$ cat config.mk
export PLATFORM = sky130hd
export DESIGN_NAME = pwts_div_step
export DESIGN_NICKNAME = d
export VERILOG_FILES = /design/src/hw/rtl/pwts_pkg.sv /design/src/hw/rtl/pwts_div_step.sv
export SDC_FILE = /design/constraint.sdc
export NUM_CORES = 1
export LEC_CHECK = 0
export ABC_AREA = 1
export BUFFER_PORTS_ARGS = -buffer_cell sky130_fd_sc_hd__clkbuf_2
export CAP_MARGIN = 20
export CORE_AREA = 2 2 284 286
export DETAILED_ROUTE_END_ITERATION = 10
export DIE_AREA = 0 0 286 288
export PLACE_DENSITY = 0.55
export SYNTH_ARGS = -nofsm -noshare
export SYNTH_HDL_FRONTEND = slang
export SYNTH_SLANG_ARGS = --single-unit
$ cat constraint.sdc
create_clock -name i_clk -period 20.1 [get_ports i_clk]
set_input_delay 4.02 -clock i_clk [delete_from_list [all_inputs] [get_ports i_clk]]
set_output_delay 4.02 -clock i_clk [all_outputs]
set_load 0.01 [all_outputs]
$ cat src/hw/rtl/pwts_pkg.sv
// Shared types and constants of the perspective world-to-screen projection pipeline.
package pwts_pkg;

    localparam int COEF_FRAC_BITS  = 12;
    localparam int COORD_FRAC_BITS = 8;
    localparam int OUT_FRAC_BITS   = 8;
    localparam int SUM_FRAC_BITS   = COEF_FRAC_BITS + COORD_FRAC_BITS;
    localparam int HID_SHIFT       = SUM_FRAC_BITS - OUT_FRAC_BITS;
    localparam longint NEAR_LIMIT  = ((longint'(1) << SUM_FRAC_BITS) + 500) / 1000;
    localparam int HIDDEN_GAIN     = 100000;

    localparam int COEF_W  = 16;
    localparam int PT_W    = 24;
    localparam int ROW_W   = 64;
    localparam int SIZE_W  = 14;
    localparam int SUM_W   = 42;   // dot product
    localparam int NUM_W   = 43;   // w + clip, multiplier operand
    localparam int GAIN_W  = 21;   // viewport gain or hidden gain
    localparam int MLO_W   = 22;   // low part of split multiply
    localparam int PART_W  = 43;   // partial products
    localparam int MUL_W   = 64;   // full product
    localparam int NUMD_W  = 66;   // 2*prod + w
    localparam int HID_W   = 65;   // rounded hidden value before clamp
    localparam int DIV_W   = 43;   // divisor 2*w
    localparam int REM_W   = 76;   // divider remainder
    localparam int REMS_W  = 77;   // offset numerator, signed
    localparam int Q_W     = 33;   // divider quotient
    localparam int OUT_W   = 32;
    localparam int IDX_W   = 3;

    typedef enum logic [IDX_W-1:0] {
        REG_ROW_X  = 3'd0,
        REG_ROW_Y  = 3'd1,
        REG_ROW_W  = 3'd2,
        REG_WIDTH  = 3'd3,
        REG_HEIGHT = 3'd4
    } t_reg_idx;

    typedef struct packed {
        logic signed [PT_W-1:0] point_x;
        logic signed [PT_W-1:0] point_y;
        logic signed [PT_W-1:0] point_z;
    } t_in;

    typedef struct packed {
        logic signed [OUT_W-1:0] screen_x;
        logic signed [OUT_W-1:0] screen_y;
        logic                    visible;
        logic                    saturated;
    } t_out;

    typedef struct packed {
        logic [ROW_W-1:0]  row_x;
        logic [ROW_W-1:0]  row_y;
        logic [ROW_W-1:0]  row_w;
        logic [SIZE_W-1:0] width;
        logic [SIZE_W-1:0] height;
    } t_cfg;

    typedef struct packed {
        logic signed [NUM_W-1:0] m_x;
        logic signed [NUM_W-1:0] m_y;
        logic [GAIN_W-1:0]       g_x;
        logic [GAIN_W-1:0]       g_y;
        logic signed [SUM_W-1:0] w;
        logic                    vis;
    } t_mul;

    typedef struct packed {
        logic [REM_W-1:0]        rem_x;
        logic [REM_W-1:0]        rem_y;
        logic [REM_W-1:0]        ds;
        logic [Q_W-1:0]          q_x;
        logic [Q_W-1:0]          q_y;
        logic                    lo_x;
        logic                    hi_x;
        logic                    lo_y;
        logic                    hi_y;
        logic                    vis;
        logic signed [OUT_W-1:0] hid_x;
        logic signed [OUT_W-1:0] hid_y;
        logic                    hsat_x;
        logic                    hsat_y;
    } t_div;

endpackage

$ cat src/hw/rtl/pwts_div_step.sv
// One restoring division step for both screen axes, one quotient bit per stage.
module pwts_div_step import pwts_pkg::*; (
    input  logic i_clk,
    input  logic i_rst_n,
    input  logic i_valid,
    input  t_div i_div,
    output logic o_stall,
    output logic o_valid,
    output t_div o_div,
    input  logic i_stall
);

    logic r_v;
    logic en;
    t_div r_d, n_d;

    assign en      = !r_v || !i_stall;
    assign o_stall = !en;
    assign o_valid = r_v;
    assign o_div   = r_d;

    always_comb begin
        n_d    = i_div;
        n_d.ds = i_div.ds >> 1;
        if (i_div.rem_x >= i_div.ds) begin
            n_d.rem_x = i_div.rem_x - i_div.ds;
            n_d.q_x   = {i_div.q_x[Q_W-2:0], 1'b1};
        end else begin
            n_d.q_x   = {i_div.q_x[Q_W-2:0], 1'b0};
        end
        if (i_div.rem_y >= i_div.ds) begin
            n_d.rem_y = i_div.rem_y - i_div.ds;
            n_d.q_y   = {i_div.q_y[Q_W-2:0], 1'b1};
        end else begin
            n_d.q_y   = {i_div.q_y[Q_W-2:0], 1'b0};
        end
    end

    always_ff @(posedge i_clk) begin
        if (!i_rst_n) begin
            r_v <= 1'b0;
        end else if (en) begin
            r_v <= i_valid;
        end
        if (en) r_d <= n_d;
    end

endmodule

==> impl_results.md <==
* Mapped Area at 0.0280 mm^2
* Syn Inst Count at between 3000 and 4000
* Worst path cell trace: clkbuf_2 -> nand2_4 -> inv_1 -> clkbuf_2
* WL final at 128 mm
* H-tree levels at 2
* Post-cts sizing count at 0
* Number of max-cap violations at 0
* First-pass GRT wire length at 178 mm
* Pre-CTS setup slack at around 11000 ps
* Status: finished clean
* Worst Setup Path Type: primary input to output port
* Reg clk slew, reported paths at about 60 ps
* Mean Syn Cell Area at just over 7 um^2
* CP startpoint kind: primary input
* Largest net degree at the start of global routing at 75
* Vias in the first global route at roughly 27000
* Initial antenna violation count at 13
* Crit-path slowest cell: nand2_4
* Total GRT Usage at between 20% and 30%
* CTS Root Cell: clkbuf_16
* Most frequent cells in the layout: 1455 x nand2_1, 732 x clkbuf_2, 716 x inv_1
* Register area share after synthesis at 39.1%
* Total number of vias at 27881
* Final Hold Vio Count at 0
* TritonCTS buffer count at 43
* Setup slack after layout at approximately 11000 ps
* Vias per cell at between 4 and 5
* Initial Utilization at a little over a third
* Final hold slack at between 1000 and 1500 ps
* DR WL/cell at approximately 22 um
* Slew margin rel. at ~28%
* Die area at just over 0.08 mm^2
* Critical path required time at approximately 16000 ps
* Share of post-route cells with drive strength above 1 at between 20% and 30%
* Netlist cell types at 37
* Yosys top cell by area: edfxtp_1
* Die Wd at approximately 290 um
* Power per cell area at ~74 mW/mm^2
* NumNets Final at ~5000
* Setup Fix Bufs, Post-CTS at 0
* Bufs and invs on worst path at 3
* Tcrit/Tclk final at 44.8%
* Die height at roughly 290 um
* Unrepaired setup endpoints after global routing: false
* Drt drc at 0
* Top FF cell, synth: edfxtp_1
* Slew @ Worst Pin at ~1100 ps
* P&R area growth vs syn at 21.9%
* CP max stage delay at 430 ps
* Clock Path Buffers at 3
* Critical Path AT at around 5000 ps
* Post-layout minimum cycle time at 9010 ps
* Pleak at around 18 nW
* CP endpoint kind: output port
* CP max FO at between 40 and 50
* Cts hold-fix bufs at 0
* Max Fclk at roughly 110 MHz
* Count of final setup violators at 0
* Peak supply drop at 0.0572 mV
* Syn. warnings at 0
* EDFF count, synth at about 360
* Post-synthesis register bit count at roughly 370
* CP most frequent cell: clkbuf_2
* Gr ovfl total at 0
* Worst hold path type: register to register
* Core ar. at 0.0796 mm^2
* Setup total negative slack at 0 ps
* Iteration-0 DRC Markers at roughly 2000
* Syn_nets at around 4400
* DR pass1 iterations at 5
* Post-route ant nets at 0
* Area contributors post-synth: edfxtp_1 39%, nand2_1 20%, inv_1 9.6%
* Post-route cell area at around 0.034 mm^2
* Asr flop ratio synth at 0%
* DP Area at 0.0327 mm^2
* IO Port Bufs at ~730
* Site Rows at roughly 100
* Clock skew at approximately 16 ps
* Gpl congestion at approximately 1.0
* Pins over their slew limit at 0
* Clk_lat worst skew at 590 ps
* CP top delay family: buffers and inverters
* Num ports at between 700 and 800
* Sink Count at around 370
* Final HPWL DP at 111 mm
* Fillers at 8619
* Core Util, Final at roughly 43%
* Synth top area share at ~39%
* CTS tree: built
* Commonest non-fill, non-tap cell in the layout: nand2_1
==> registers in the layout (all words and copies together) (netlist names) <==
name	count
o_div	364
o_valid	1
==> worst reg2reg max path, cell delays in order (launching register included) <==
cell and delay (ps):
dfxtp_1 400, nand2_4 470, buf_4 840, buf_4 780
==> through the flow <==
step / instances / power [mW]
2_1_floorplan: 3888 / 1.44
3_5_place_dp: 5642 / 1.76
3_3_place_gp: 5642 / 1.76
5_1_grt: 5721 / 2.66
4_1_cts: 5718 / 2.56
6_report: 5723 / 2.54
==> synth_stat cells (26+ instances only) <==
| cell | count |
|---|---|
| nand3b_1 | 35 |
| a21oi_1 | 149 |
| nand2_1 | 1456 |
| inv_1 | 716 |
| o21ai_0 | 58 |
| xor2_1 | 79 |
| nand3_2 | 120 |
| nor2_2 | 31 |
| nand3_1 | 190 |
| o21bai_1 | 26 |
| inv_2 | 35 |
| ha_1 | 152 |
| edfxtp_1 | 364 |
| nor2_1 | 317 |
==> layout make-up <==
cell class              instances  area (um^2)  area share (%)
flip-flops and latches        365        11000            32.1
inverters                     754         2830            8.29
well taps                    1060         1330            3.88
clock buffers                  50         1100            3.23
multi-input cells            2720        13900            40.7
clock inverters                26          289           0.846
diodes                          5         12.5          0.0366
repair buffers                743         3750            11.0
==> layer usage <==
metal | GRT usage [%] | vias up | routed length, um
met5 | 0 | - | 41
met1 | 36.8 | 13096 | 52700
met4 | 8.36 | 6 | 3650
met3 | 3.92 | 127 | 7130
li1 | - | 13684 | -
met2 | 54.6 | 968 | 64300
==> worst paths after layout <==
kind / from / endpoint / cells past startpoint / slack [ps]
max reg2reg: o_valid$_SDFFE_PN0N_ / o_div[207]$_DFFE_PN_ / 3 / 17140
min reg2reg: o_valid$_SDFFE_PN0N_ / o_div[97]$_DFFE_PN_ / 1 / 1120
min: o_valid$_SDFFE_PN0N_ / o_div[97]$_DFFE_PN_ / 1 / 1120
max: i_stall / o_stall / 4 / 11090
==> kinds of logic after synthesis <==
logic type | share of synthesized area, %
buf+inv | 11.6
other cells | 0.0134
fa+ha+maj | 6.93
flops | 39.1
compound gates | 4.61
simple gates | 35.2
xor+xnor | 2.59
==> where the power goes <==
part           switching [mW]  total [mW]  leakage, nW  internal [mW]
Clock                   0.327       0.785        0.672          0.458
Combinational           0.533       0.779         13.9          0.246
Sequential             0.0284       0.975         3.81          0.946
(Power assumes the default switching activity.)
